===== config.mk =====
export PLATFORM = sky130hd
export DESIGN_NAME = at_content_fluctuation_fingerprint
export DESIGN_NICKNAME = d
export VERILOG_FILES = /design/src/rtl/acff_pkg.sv /design/src/rtl/acff_ram.sv /design/src/rtl/acff_fifo.sv /design/src/rtl/acff_front.sv /design/src/rtl/acff_back.sv /design/src/rtl/at_content_fluctuation_fingerprint.sv
export SDC_FILE = /design/constraint.sdc
export NUM_CORES = 2
export LEC_CHECK = 0
export BUFFER_PORTS_ARGS = -buffer_cell sky130_fd_sc_hd__clkbuf_2
export CAP_MARGIN = 20
export CORE_MARGIN = 5
export CORE_UTILIZATION = 55
export CTS_BUF_LIST = sky130_fd_sc_hd__clkbuf_8
export DETAILED_ROUTE_END_ITERATION = 6
export PLACE_DENSITY = 0.71
export SYNTH_ARGS = -nofsm -noshare
export SYNTH_HDL_FRONTEND = slang
export SYNTH_SLANG_ARGS = --single-unit

===== constraint.sdc =====
create_clock -name aclk -period 34.8 [get_ports aclk]
set_input_delay 1.74 -clock aclk [delete_from_list [all_inputs] [get_ports aclk]]
set_output_delay 1.74 -clock aclk [all_outputs]
set_load 0.02 [all_outputs]

===== src/rtl/acff_pkg.sv =====
// Shared types and constants for the AT-content fluctuation fingerprint block.
package acff_pkg;

    localparam int MaxWindow  = 256;
    localparam int MaxStep    = 256;
    localparam int MaxUnitLen = 1024;
    localparam int MaxFpBits  = 64;
    localparam int MaxReadLen = 65536;

    localparam int PosW   = $clog2(MaxReadLen + 1);
    localparam int FlagAw = $clog2(MaxWindow);
    localparam int CntAw  = $clog2(MaxStep);
    localparam int HistAw = $clog2(MaxUnitLen);
    localparam int CntW   = 9;
    localparam int WinW   = 9;
    localparam int LenW   = 11;
    localparam int IdxW   = 16;
    localparam int FpW    = 64;
    localparam int NbW    = 7;

    localparam logic [7:0] ChUpperA = 8'h41;
    localparam logic [7:0] ChLowerA = 8'h61;
    localparam logic [7:0] ChUpperT = 8'h54;
    localparam logic [7:0] ChLowerT = 8'h74;

    localparam logic [1:0] RegWinLen     = 2'd0;
    localparam logic [1:0] RegWinStep    = 2'd1;
    localparam logic [1:0] RegUnitLen    = 2'd2;
    localparam logic [1:0] RegUnitStride = 2'd3;

    typedef struct packed {
        logic [WinW-1:0] win;
        logic [WinW-1:0] step;
        logic [LenW-1:0] ulen;
        logic [LenW-1:0] stride;
    } cfg_t;

    typedef struct packed {
        logic [IdxW-1:0] start;
        logic [IdxW-1:0] idx;
        logic            ep;
    } unit_t;

    typedef struct packed {
        logic            vld;
        logic [IdxW-1:0] start;
        logic            ep;
    } pend_t;

    typedef struct packed {
        logic              we;
        logic [HistAw-1:0] addr;
        logic              din;
    } hist_wr_t;

    typedef enum logic [1:0] {
        BK_IDLE,
        BK_GATHER,
        BK_DONE
    } bk_state_t;

endpackage


===== src/rtl/acff_ram.sv =====
// Generic single-write, single-read RAM with registered read data.
module acff_ram #(
    parameter int Width = 1,
    parameter int Depth = 256
) (
    input  logic                     aclk,
    input  logic                     we,
    input  logic [$clog2(Depth)-1:0] waddr,
    input  logic [Width-1:0]         wdata,
    input  logic [$clog2(Depth)-1:0] raddr,
    output logic [Width-1:0]         rdata
);
    logic [Width-1:0] mem_reg [Depth];
    logic [Width-1:0] rdata_reg;

    always_ff @(posedge aclk) begin
        if (we) begin
            mem_reg[waddr] <= wdata;
        end
        rdata_reg <= mem_reg[raddr];
    end

    assign rdata = rdata_reg;
endmodule


===== src/rtl/acff_fifo.sv =====
// Small queue of pending alignment units between front and back.
module acff_fifo #(
    parameter int Depth = 4
) (
    input  logic                       aclk,
    input  logic                       aresetn,
    input  logic                       push,
    input  acff_pkg::unit_t            push_data,
    input  logic                       pop,
    output acff_pkg::unit_t            head,
    output logic                       not_empty,
    output logic [$clog2(Depth+1)-1:0] count
);
    import acff_pkg::*;

    localparam int PtrW = (Depth > 1) ? $clog2(Depth) : 1;
    localparam int CntQ = $clog2(Depth + 1);

    unit_t           mem_reg [Depth];
    logic [PtrW-1:0] wp_reg, wp_next, rp_reg, rp_next;
    logic [CntQ-1:0] cnt_reg, cnt_next;

    always_comb begin
        wp_next  = wp_reg;
        rp_next  = rp_reg;
        cnt_next = cnt_reg;
        if (push) begin
            wp_next = (wp_reg == PtrW'(Depth - 1)) ? '0 : wp_reg + 1'b1;
        end
        if (pop) begin
            rp_next = (rp_reg == PtrW'(Depth - 1)) ? '0 : rp_reg + 1'b1;
        end
        if (push && !pop) begin
            cnt_next = cnt_reg + 1'b1;
        end else if (pop && !push) begin
            cnt_next = cnt_reg - 1'b1;
        end
    end

    always_ff @(posedge aclk) begin
        if (!aresetn) begin
            wp_reg  <= '0;
            rp_reg  <= '0;
            cnt_reg <= '0;
        end else begin
            wp_reg  <= wp_next;
            rp_reg  <= rp_next;
            cnt_reg <= cnt_next;
        end
        if (push) begin
            mem_reg[wp_reg] <= push_data;
        end
    end

    assign head      = mem_reg[rp_reg];
    assign not_empty = (cnt_reg != '0);
    assign count     = cnt_reg;
endmodule


===== src/rtl/acff_front.sv =====
// Front: takes bases, keeps window counts, writes comparison bits, spots unit ends.
module acff_front (
    input  logic               aclk,
    input  logic               aresetn,
    input  acff_pkg::cfg_t     cfg,
    input  logic               s_valid,
    output logic               s_ready,
    input  logic [7:0]         s_base_char,
    input  logic               s_last_of_read,
    input  acff_pkg::pend_t    pend,
    input  logic               room,
    output logic               push,
    output acff_pkg::unit_t    push_data,
    output acff_pkg::hist_wr_t hist_wr
);
    import acff_pkg::*;

    logic [PosW-1:0] pos_reg, pos_next;
    logic            ep_reg, ep_next;
    logic [LenW-1:0] phase_reg, phase_next;
    logic [IdxW-1:0] ucnt_reg, ucnt_next;

    logic              s2_vld_reg, s2_act_reg, s2_flag_reg, s2_old_en_reg;
    logic              s2_wr_en_reg, s2_cmp_en_reg, s2_fwd_reg, s2_clr_reg, s2_emit_reg;
    logic [HistAw-1:0] s2_s_reg;
    unit_t             s2_unit_reg;
    logic [CntW-1:0]   cnt_reg, wdata_reg;

    logic              acc, in_range, flag, has_old, has_s, has_cmp, emit, fwd, hazard;
    logic [PosW-1:0]   w_ext, st_ext, pos1, dif, s_cur, sm;
    logic [LenW-1:0]   cur_c;
    logic [PosW-1:0]   start_full;
    logic              old_q;
    logic [CntW-1:0]   prev_q, prev_v, cnt_new;
    logic              o_vld, o_ep;
    logic [IdxW-1:0]   o_start;
    logic [PosW:0]     lim;

    assign acc      = s_valid && s_ready;
    assign in_range = pos_reg < PosW'(MaxReadLen);
    assign flag     = (s_base_char == ChUpperA) || (s_base_char == ChLowerA)
                   || (s_base_char == ChUpperT) || (s_base_char == ChLowerT);
    assign w_ext    = PosW'(cfg.win);
    assign st_ext   = PosW'(cfg.step);
    assign has_old  = pos_reg >= w_ext;
    assign dif      = pos_reg - w_ext;
    assign pos1     = pos_reg + 1'b1;
    assign has_s    = pos1 >= w_ext;
    assign s_cur    = pos1 - w_ext;
    assign has_cmp  = s_cur >= st_ext;
    assign sm       = s_cur - st_ext;
    assign fwd      = s2_vld_reg && s2_wr_en_reg && (s2_s_reg[CntAw-1:0] == sm[CntAw-1:0]);
    assign cur_c    = (pos_reg == '0) ? cfg.ulen - 1'b1 : phase_reg;
    assign emit     = in_range && (cur_c == '0);
    assign start_full = pos1 - PosW'(cfg.ulen);

    // oldest unit still reading comparison history
    always_comb begin
        o_vld   = pend.vld;
        o_start = pend.start;
        o_ep    = pend.ep;
        if (!pend.vld && s2_vld_reg && s2_emit_reg) begin
            o_vld   = 1'b1;
            o_start = s2_unit_reg.start;
            o_ep    = s2_unit_reg.ep;
        end
    end

    assign lim    = (PosW+1)'(o_start) + (PosW+1)'(MaxUnitLen - 1) + (PosW+1)'(cfg.win);
    assign hazard = o_vld && ((o_ep != ep_reg) || ({1'b0, pos_reg} > lim));
    assign s_ready = room && !hazard;

    always_comb begin
        pos_next   = pos_reg;
        ep_next    = ep_reg;
        phase_next = phase_reg;
        ucnt_next  = ucnt_reg;
        if (acc) begin
            if (in_range) begin
                pos_next   = pos1;
                phase_next = emit ? cfg.stride - 1'b1 : cur_c - 1'b1;
                if (emit) begin
                    ucnt_next = ucnt_reg + 1'b1;
                end
            end
            if (s_last_of_read) begin
                pos_next  = '0;
                ucnt_next = '0;
                ep_next   = ~ep_reg;
            end
        end
    end

    acff_ram #(.Width(1), .Depth(MaxWindow)) u_flags (
        .aclk  (aclk),
        .we    (acc && in_range),
        .waddr (pos_reg[FlagAw-1:0]),
        .wdata (flag),
        .raddr (dif[FlagAw-1:0]),
        .rdata (old_q)
    );

    acff_ram #(.Width(CntW), .Depth(MaxStep)) u_counts (
        .aclk  (aclk),
        .we    (s2_vld_reg && s2_wr_en_reg),
        .waddr (s2_s_reg[CntAw-1:0]),
        .wdata (cnt_new),
        .raddr (sm[CntAw-1:0]),
        .rdata (prev_q)
    );

    assign prev_v  = s2_fwd_reg ? wdata_reg : prev_q;
    assign cnt_new = cnt_reg + CntW'(s2_flag_reg) - CntW'(s2_old_en_reg && old_q);

    assign hist_wr.we   = s2_vld_reg && s2_cmp_en_reg;
    assign hist_wr.addr = s2_s_reg;
    assign hist_wr.din  = cnt_new >= prev_v;
    assign push         = s2_vld_reg && s2_emit_reg;
    assign push_data    = s2_unit_reg;

    always_ff @(posedge aclk) begin
        if (!aresetn) begin
            pos_reg    <= '0;
            ep_reg     <= 1'b0;
            ucnt_reg   <= '0;
            s2_vld_reg <= 1'b0;
            cnt_reg    <= '0;
        end else begin
            pos_reg    <= pos_next;
            ep_reg     <= ep_next;
            ucnt_reg   <= ucnt_next;
            s2_vld_reg <= acc;
            if (s2_vld_reg && s2_clr_reg) begin
                cnt_reg <= '0;
            end else if (s2_vld_reg && s2_act_reg) begin
                cnt_reg <= cnt_new;
            end
        end
        phase_reg <= phase_next;
        if (s2_vld_reg) begin
            wdata_reg <= cnt_new;
        end
        if (acc) begin
            s2_act_reg    <= in_range;
            s2_flag_reg   <= flag;
            s2_old_en_reg <= in_range && has_old;
            s2_wr_en_reg  <= in_range && has_s;
            s2_cmp_en_reg <= in_range && has_s && has_cmp;
            s2_fwd_reg    <= fwd;
            s2_s_reg      <= s_cur[HistAw-1:0];
            s2_clr_reg    <= s_last_of_read;
            s2_emit_reg   <= emit;
            s2_unit_reg   <= '{start: start_full[IdxW-1:0], idx: ucnt_reg, ep: ep_reg};
        end
    end
endmodule


===== src/rtl/acff_back.sv =====
// Back: gathers a unit's comparison bits from history and presents the result.
module acff_back (
    input  logic               aclk,
    input  logic               aresetn,
    input  acff_pkg::cfg_t     cfg,
    input  acff_pkg::hist_wr_t hist_wr,
    input  acff_pkg::unit_t    head,
    input  logic               not_empty,
    output logic               pop,
    output acff_pkg::pend_t    busy,
    output logic               m_valid,
    input  logic               m_ready,
    output logic [63:0]        m_fingerprint,
    output logic [6:0]         m_fingerprint_bits,
    output logic [15:0]        m_unit_index
);
    import acff_pkg::*;

    bk_state_t       state_reg, state_next;
    unit_t           cur_reg;
    logic [LenW-1:0] off_reg;
    logic [NbW-1:0]  iss_reg;
    logic [FpW-1:0]  fp_reg;
    logic            rv_reg;
    logic            out_vld_reg;
    logic [FpW-1:0]  out_fp_reg;
    logic [NbW-1:0]  out_nb_reg;
    logic [IdxW-1:0] out_idx_reg;

    logic            fits, more, issue, load;
    logic [LenW-1:0] lim, st_ext;
    logic [IdxW-1:0] raddr_full;
    logic            rbit;

    assign st_ext     = LenW'(cfg.step);
    assign fits       = cfg.ulen >= LenW'(cfg.win);
    assign lim        = cfg.ulen - LenW'(cfg.win);
    assign more       = fits && (off_reg <= lim) && (iss_reg < NbW'(MaxFpBits));
    assign raddr_full = cur_reg.start + IdxW'(off_reg);

    acff_ram #(.Width(1), .Depth(MaxUnitLen)) u_hist (
        .aclk  (aclk),
        .we    (hist_wr.we),
        .waddr (hist_wr.addr),
        .wdata (hist_wr.din),
        .raddr (raddr_full[HistAw-1:0]),
        .rdata (rbit)
    );

    always_comb begin
        state_next = state_reg;
        case (state_reg)
            BK_IDLE: begin
                if (not_empty) begin
                    state_next = BK_GATHER;
                end
            end
            BK_GATHER: begin
                if (!more && !rv_reg) begin
                    state_next = BK_DONE;
                end
            end
            BK_DONE: begin
                if (!out_vld_reg || m_ready) begin
                    state_next = BK_IDLE;
                end
            end
            default: state_next = BK_IDLE;
        endcase
    end

    always_comb begin
        pop   = 1'b0;
        issue = 1'b0;
        load  = 1'b0;
        case (state_reg)
            BK_IDLE:   pop   = not_empty;
            BK_GATHER: issue = more;
            BK_DONE:   load  = !out_vld_reg || m_ready;
            default: ;
        endcase
    end

    always_comb begin
        busy = '{vld: 1'b0, start: head.start, ep: head.ep};
        if (state_reg == BK_GATHER) begin
            busy = '{vld: 1'b1, start: cur_reg.start, ep: cur_reg.ep};
        end else if (not_empty) begin
            busy.vld = 1'b1;
        end
    end

    always_ff @(posedge aclk) begin
        if (!aresetn) begin
            state_reg   <= BK_IDLE;
            rv_reg      <= 1'b0;
            out_vld_reg <= 1'b0;
        end else begin
            state_reg <= state_next;
            rv_reg    <= issue;
            if (load) begin
                out_vld_reg <= 1'b1;
            end else if (m_ready) begin
                out_vld_reg <= 1'b0;
            end
        end
        if (pop) begin
            cur_reg <= head;
            off_reg <= st_ext;
            iss_reg <= NbW'(1);
            fp_reg  <= FpW'(1);
        end else begin
            if (issue) begin
                off_reg <= off_reg + st_ext;
                iss_reg <= iss_reg + 1'b1;
            end
            if (rv_reg) begin
                fp_reg <= {fp_reg[FpW-2:0], rbit};
            end
        end
        if (load) begin
            out_fp_reg  <= fp_reg;
            out_nb_reg  <= iss_reg;
            out_idx_reg <= cur_reg.idx;
        end
    end

    assign m_valid            = out_vld_reg;
    assign m_fingerprint      = out_fp_reg;
    assign m_fingerprint_bits = out_nb_reg;
    assign m_unit_index       = out_idx_reg;
endmodule


===== src/rtl/at_content_fluctuation_fingerprint.sv =====
// Top level of the AT-content fluctuation fingerprint block.
//  channel  | direction | handshake          | payload
//  s_       | in        | s_valid / s_ready  | s_base_char, s_last_of_read
//  m_       | out       | m_valid / m_ready  | m_fingerprint, m_fingerprint_bits, m_unit_index
//  apb      | in        | psel/penable/pready| paddr, pwrite, pwdata, prdata
// Bases are taken one per cycle while s_ready is high; the front runs a two-stage
// pipeline over two small RAMs. Each fingerprint is gathered in the back with one
// history read per bit; bases keep flowing while the back works unless the unit queue
// fills or a queued unit's history slots would be overwritten. Reset is synchronous,
// active low, and needs no clearing pass.
module at_content_fluctuation_fingerprint #(
    parameter int QueueDepth = 4
) (
    input  logic        aclk,
    input  logic        aresetn,
    input  logic        s_valid,
    output logic        s_ready,
    input  logic [7:0]  s_base_char,
    input  logic        s_last_of_read,
    output logic        m_valid,
    input  logic        m_ready,
    output logic [63:0] m_fingerprint,
    output logic [6:0]  m_fingerprint_bits,
    output logic [15:0] m_unit_index,
    input  logic        psel,
    input  logic        penable,
    input  logic        pwrite,
    input  logic [3:0]  paddr,
    input  logic [31:0] pwdata,
    output logic [31:0] prdata,
    output logic        pready
);
    import acff_pkg::*;

    localparam int CntQ = $clog2(QueueDepth + 1);

    logic [WinW-1:0] win_reg, step_reg;
    logic [LenW-1:0] ulen_reg, stride_reg;
    cfg_t            cfg;
    logic            wr;
    logic [1:0]      ridx;

    logic            push, pop, not_empty, room;
    unit_t           push_data, head;
    pend_t           busy;
    hist_wr_t        hist_wr;
    logic [CntQ-1:0] count;

    assign pready = 1'b1;
    assign wr     = psel && penable && pwrite;
    assign ridx   = paddr[3:2];

    always_ff @(posedge aclk) begin
        if (!aresetn) begin
            win_reg    <= WinW'(10);
            step_reg   <= WinW'(5);
            ulen_reg   <= LenW'(100);
            stride_reg <= LenW'(20);
        end else if (wr) begin
            case (ridx)
                RegWinLen:     win_reg    <= pwdata[WinW-1:0];
                RegWinStep:    step_reg   <= pwdata[WinW-1:0];
                RegUnitLen:    ulen_reg   <= pwdata[LenW-1:0];
                RegUnitStride: stride_reg <= pwdata[LenW-1:0];
                default: ;
            endcase
        end
    end

    always_comb begin
        case (ridx)
            RegWinLen:     prdata = 32'(win_reg);
            RegWinStep:    prdata = 32'(step_reg);
            RegUnitLen:    prdata = 32'(ulen_reg);
            RegUnitStride: prdata = 32'(stride_reg);
            default:       prdata = '0;
        endcase
    end

    always_comb begin
        cfg.win    = (win_reg == '0) ? WinW'(1)
                   : (win_reg > WinW'(MaxWindow)) ? WinW'(MaxWindow) : win_reg;
        cfg.step   = (step_reg == '0) ? WinW'(1)
                   : (step_reg > WinW'(MaxStep)) ? WinW'(MaxStep) : step_reg;
        cfg.ulen   = (ulen_reg == '0) ? LenW'(1)
                   : (ulen_reg > LenW'(MaxUnitLen)) ? LenW'(MaxUnitLen) : ulen_reg;
        cfg.stride = (stride_reg == '0) ? LenW'(1) : stride_reg;
    end

    assign room = count <= CntQ'(QueueDepth - 2);

    acff_front u_front (
        .aclk           (aclk),
        .aresetn        (aresetn),
        .cfg            (cfg),
        .s_valid        (s_valid),
        .s_ready        (s_ready),
        .s_base_char    (s_base_char),
        .s_last_of_read (s_last_of_read),
        .pend           (busy),
        .room           (room),
        .push           (push),
        .push_data      (push_data),
        .hist_wr        (hist_wr)
    );

    acff_fifo #(.Depth(QueueDepth)) u_fifo (
        .aclk      (aclk),
        .aresetn   (aresetn),
        .push      (push),
        .push_data (push_data),
        .pop       (pop),
        .head      (head),
        .not_empty (not_empty),
        .count     (count)
    );

    acff_back u_back (
        .aclk               (aclk),
        .aresetn            (aresetn),
        .cfg                (cfg),
        .hist_wr            (hist_wr),
        .head               (head),
        .not_empty          (not_empty),
        .pop                (pop),
        .busy               (busy),
        .m_valid            (m_valid),
        .m_ready            (m_ready),
        .m_fingerprint      (m_fingerprint),
        .m_fingerprint_bits (m_fingerprint_bits),
        .m_unit_index       (m_unit_index)
    );
endmodule

==> results.md <==
- TritonRoute pass-1 iters: 6
- Crit. End Element: output pin
- Area Growth Syn to Fin: 10.1%
- Slowest-stage cell, CP: dfxtp_1
- DR vias: 86912
- CTS tree: built
- Final setup fails: 0
- Drt initial violations: 10973
- Clock sinks: between 4000 and 5000
- Setup_tns: 0 ps
- CP required: about 33000 ps
- Final min period: between 9000 and 10000 ps
- Core Footprint: 0.303 mm²
- # fillers: between 20000 and 25000
- Crit Path Class: reg2out
- Worst Tran Pin Value: around 1300 ps
- Port bufs: 127
- Rows: about 200
- Fmax: ~100 MHz
- Tot GR Track Use: 0.243
- # resized after CTS: 0
- Worst Path Buf+Inv: 3
- Hold_buf cts: 0
- Detail-routed via count per cell: 6.26
- Status: complete, no violations
- Startpoint Class: register
- Initial Util: 0.553
- Hold Fails Final Rpt: 0
- Synth Warn #: 0
- Max_cap viols: 0
- Post-DR wirelength/cell: 28.0 µm
- Max reg flops: between 2000 and 2500
- DRC viols: 0
- Grt ovf: 0
- Unrepaired setup endpoints after global routing: false
- Clk slew on worst S/H paths: about 60 ps
- Synth Area per Inst: roughly 18 µm²
- Cts bufs inserted: 642
- Share of layout cells above drive strength 1: 0.240
- Register bit total from synthesis: roughly 4100
- CTS H-tree lvls: 6
- Root Driver: clkbuf_8
- Vias in the first global route: 87411
- Die X: between 500 and 600 µm
- GP Congestion: about 0.84
- Seq/Total Area, Yosys: 0.723
- Mapped Cells: 9078
- Antenna violations before repair: 19
- Max incr delay on CP: 920 ps
- Arrival time at the worst endpoint: about 8000 ps
- EDFF count, synth: ~4000
- Number of instances in the placed design: 12729
- Clk Latency, worst-skew pair: around 1200 ps
- Final slew viol count: 0
- Final nets: 9610
- Worst Clk Skew: 75.6 ps
- Max_slew headroom: 0.145
- Post-Synthesis Cell Area: 0.168 mm²
- CP top delay family: compound AO/OA/AOI/OAI gates
- Post-synth top flop: edfxtp_1
- Die ar.: roughly 0.32 mm²
- Worst Hold Class: reg2reg
- Io pins: ~170
- Antenna viol nets, final: 0
- Yosys cell types: slightly below 80
- Crit-path max FO: 17
- Largest net degree at the start of global routing: ~340
- CTS Buffer Depth: 4
- Setup Buffers After CTS: 0
- WL final: slightly below 400000 µm
- Final period util: 0.279
- Final std cells w/o fill: between 10000 and 15000
- First-pass GRT wire length: 572000 µm
- Die Ht: 562 µm
- Post-synthesis async set-or-reset flop share: 0
- DP HPWL: around 210000 µm
## path summary, 6_finish.rpt
path / from / cells after the start / slack [ps] / to
max: register / 25 / 25090 / s_ready
min: u_back.cur_reg[7] / 0 / 420 / u_back.m_unit_index[6]
max reg2reg: win_reg[4] / 14 / 25890 / u_front.u_counts.rdata[2]
min reg2reg: u_back.cur_reg[7] / 0 / 420 / u_back.m_unit_index[6]
## area by class of cell
class	count	area, µm²	share of cell area
clock buffers	667	9180	0.0497
repair buffers	286	2140	0.0116
flip-flops and latches	4097	121000	0.656
diodes	5	12.5	0.0000677
multi-input cells	4259	43800	0.237
well taps	3978	4980	0.0270
clock inverters	464	2890	0.0156
inverters	118	445	0.00241
## cell families (layout without fill, tap and decap cells)
| kind of cell | after synthesis | after routing | share of synthesized area |
|---|---|---|---|
| buf+inv | 742 | 1535 | 0.0184 |
| compound gates | 345 | 345 | 0.0137 |
| flops | 4097 | 4097 | 0.723 |
| mux | 1362 | 1362 | 0.172 |
| fa+ha+maj | 154 | 154 | 0.0119 |
| xor+xnor | 120 | 120 | 0.00631 |
| other cells | 2 | 27 | 0.0000448 |
| simple gates | 2256 | 2256 | 0.0550 |
## layout by cell type, fill, tap and decap left out, types with 40 or more instances in the layout
cell type	netlist	final
buf_4	32	137
inv_1	116	349
nand3_1	45	45
mux2i_1	145	145
edfxtp_1	3916	3916
ha_1	144	140
clkbuf_8	0	667
clkinv_1	2	127
clkbuf_2	0	127
nand2_2	0	40
o21ai_0	62	62
a21oi_1	102	100
dfxtp_1	181	179
mux4_2	1211	1211
xnor2_1	76	67
nor2_1	1748	1745
nand2_1	260	220
## through the flow
stage,hold slack (ps),util,worst slack (ps),area [µm²]
2_1_floorplan,400,-,8220,168000
3_3_place_gp,405,0.568,25660,172000
3_5_place_dp,405,0.568,25580,172000
4_1_cts,424,0.608,24890,184000
5_1_grt,436,0.609,24520,185000
6_report,418,0.609,25090,185000
## synthesized netlist by cell type (4+ instances only)
library cell     n  area [µm²]
dfxtp_1        181        3620
and2_1          10        62.6
edfxtp_1      3916      118000
or2_2            4        25.0
buf_2           77         385
o22ai_1          5        31.3
a211oi_1        11        82.6
o211ai_1         7        52.6
mux2i_1        145        1450
xor2_1          43         377
o21ai_0         62         310
buf_4           32         240
nand2b_1        19         119
clkbuf_1       408        1530
nor4_1          15        93.8
nand3_1         45         225
nand4_1         27         169
and3_1          16         100
mux4_2        1211       27300
xnor2_1         76         666
buf_6            9         101
a21oi_1        102         510
or3_1           11        68.8
a221o_1         11         110
a21boi_0         6        45.0
or4_1            4        30.0
ha_1           144        1800
nor2b_1         30         188
nand4b_4         8         190
o21a_1          11        82.6
fa_1            10         200
a221oi_1        13         114
nor2_1        1748        6560
a31oi_1          5        31.3
a22o_1          17         149
buf_1           97         364
mux2_2           6        67.6
nand2_1        260         976
a32o_1           5        50.1
o21bai_1        21         158
o31ai_1         10        75.1
inv_1          116         435
nor3_1          34         170
a21o_1          35         263
nor3b_1          7        52.6
## worst reg2reg max path: stages, from the launching register on
cell     delay [ps]
dfxtp_1         350
nor4_1          280
a21oi_1         120
nor2_1          510
ha_4            600
inv_1           250
ha_4            930
buf_4           850
buf_4           790
buf_12          710
buf_4           990
mux4_2          730
mux4_2          570
mux4_2          610
mux4_2          490
## per-layer routing
metal / vias to the layer above / GRT usage / share of wire
met4: 14 / 0.0672 / 0.028
li1: 36418 / - / -
met2: 4211 / 0.386 / 0.48
met1: 45592 / 0.350 / 0.39
met3: 677 / 0.0498 / 0.096
met5: - / 0 / 0.00022
Power is not shown: default switching activity piles up to over one toggle a cycle in this logic, so the estimate is an artifact.
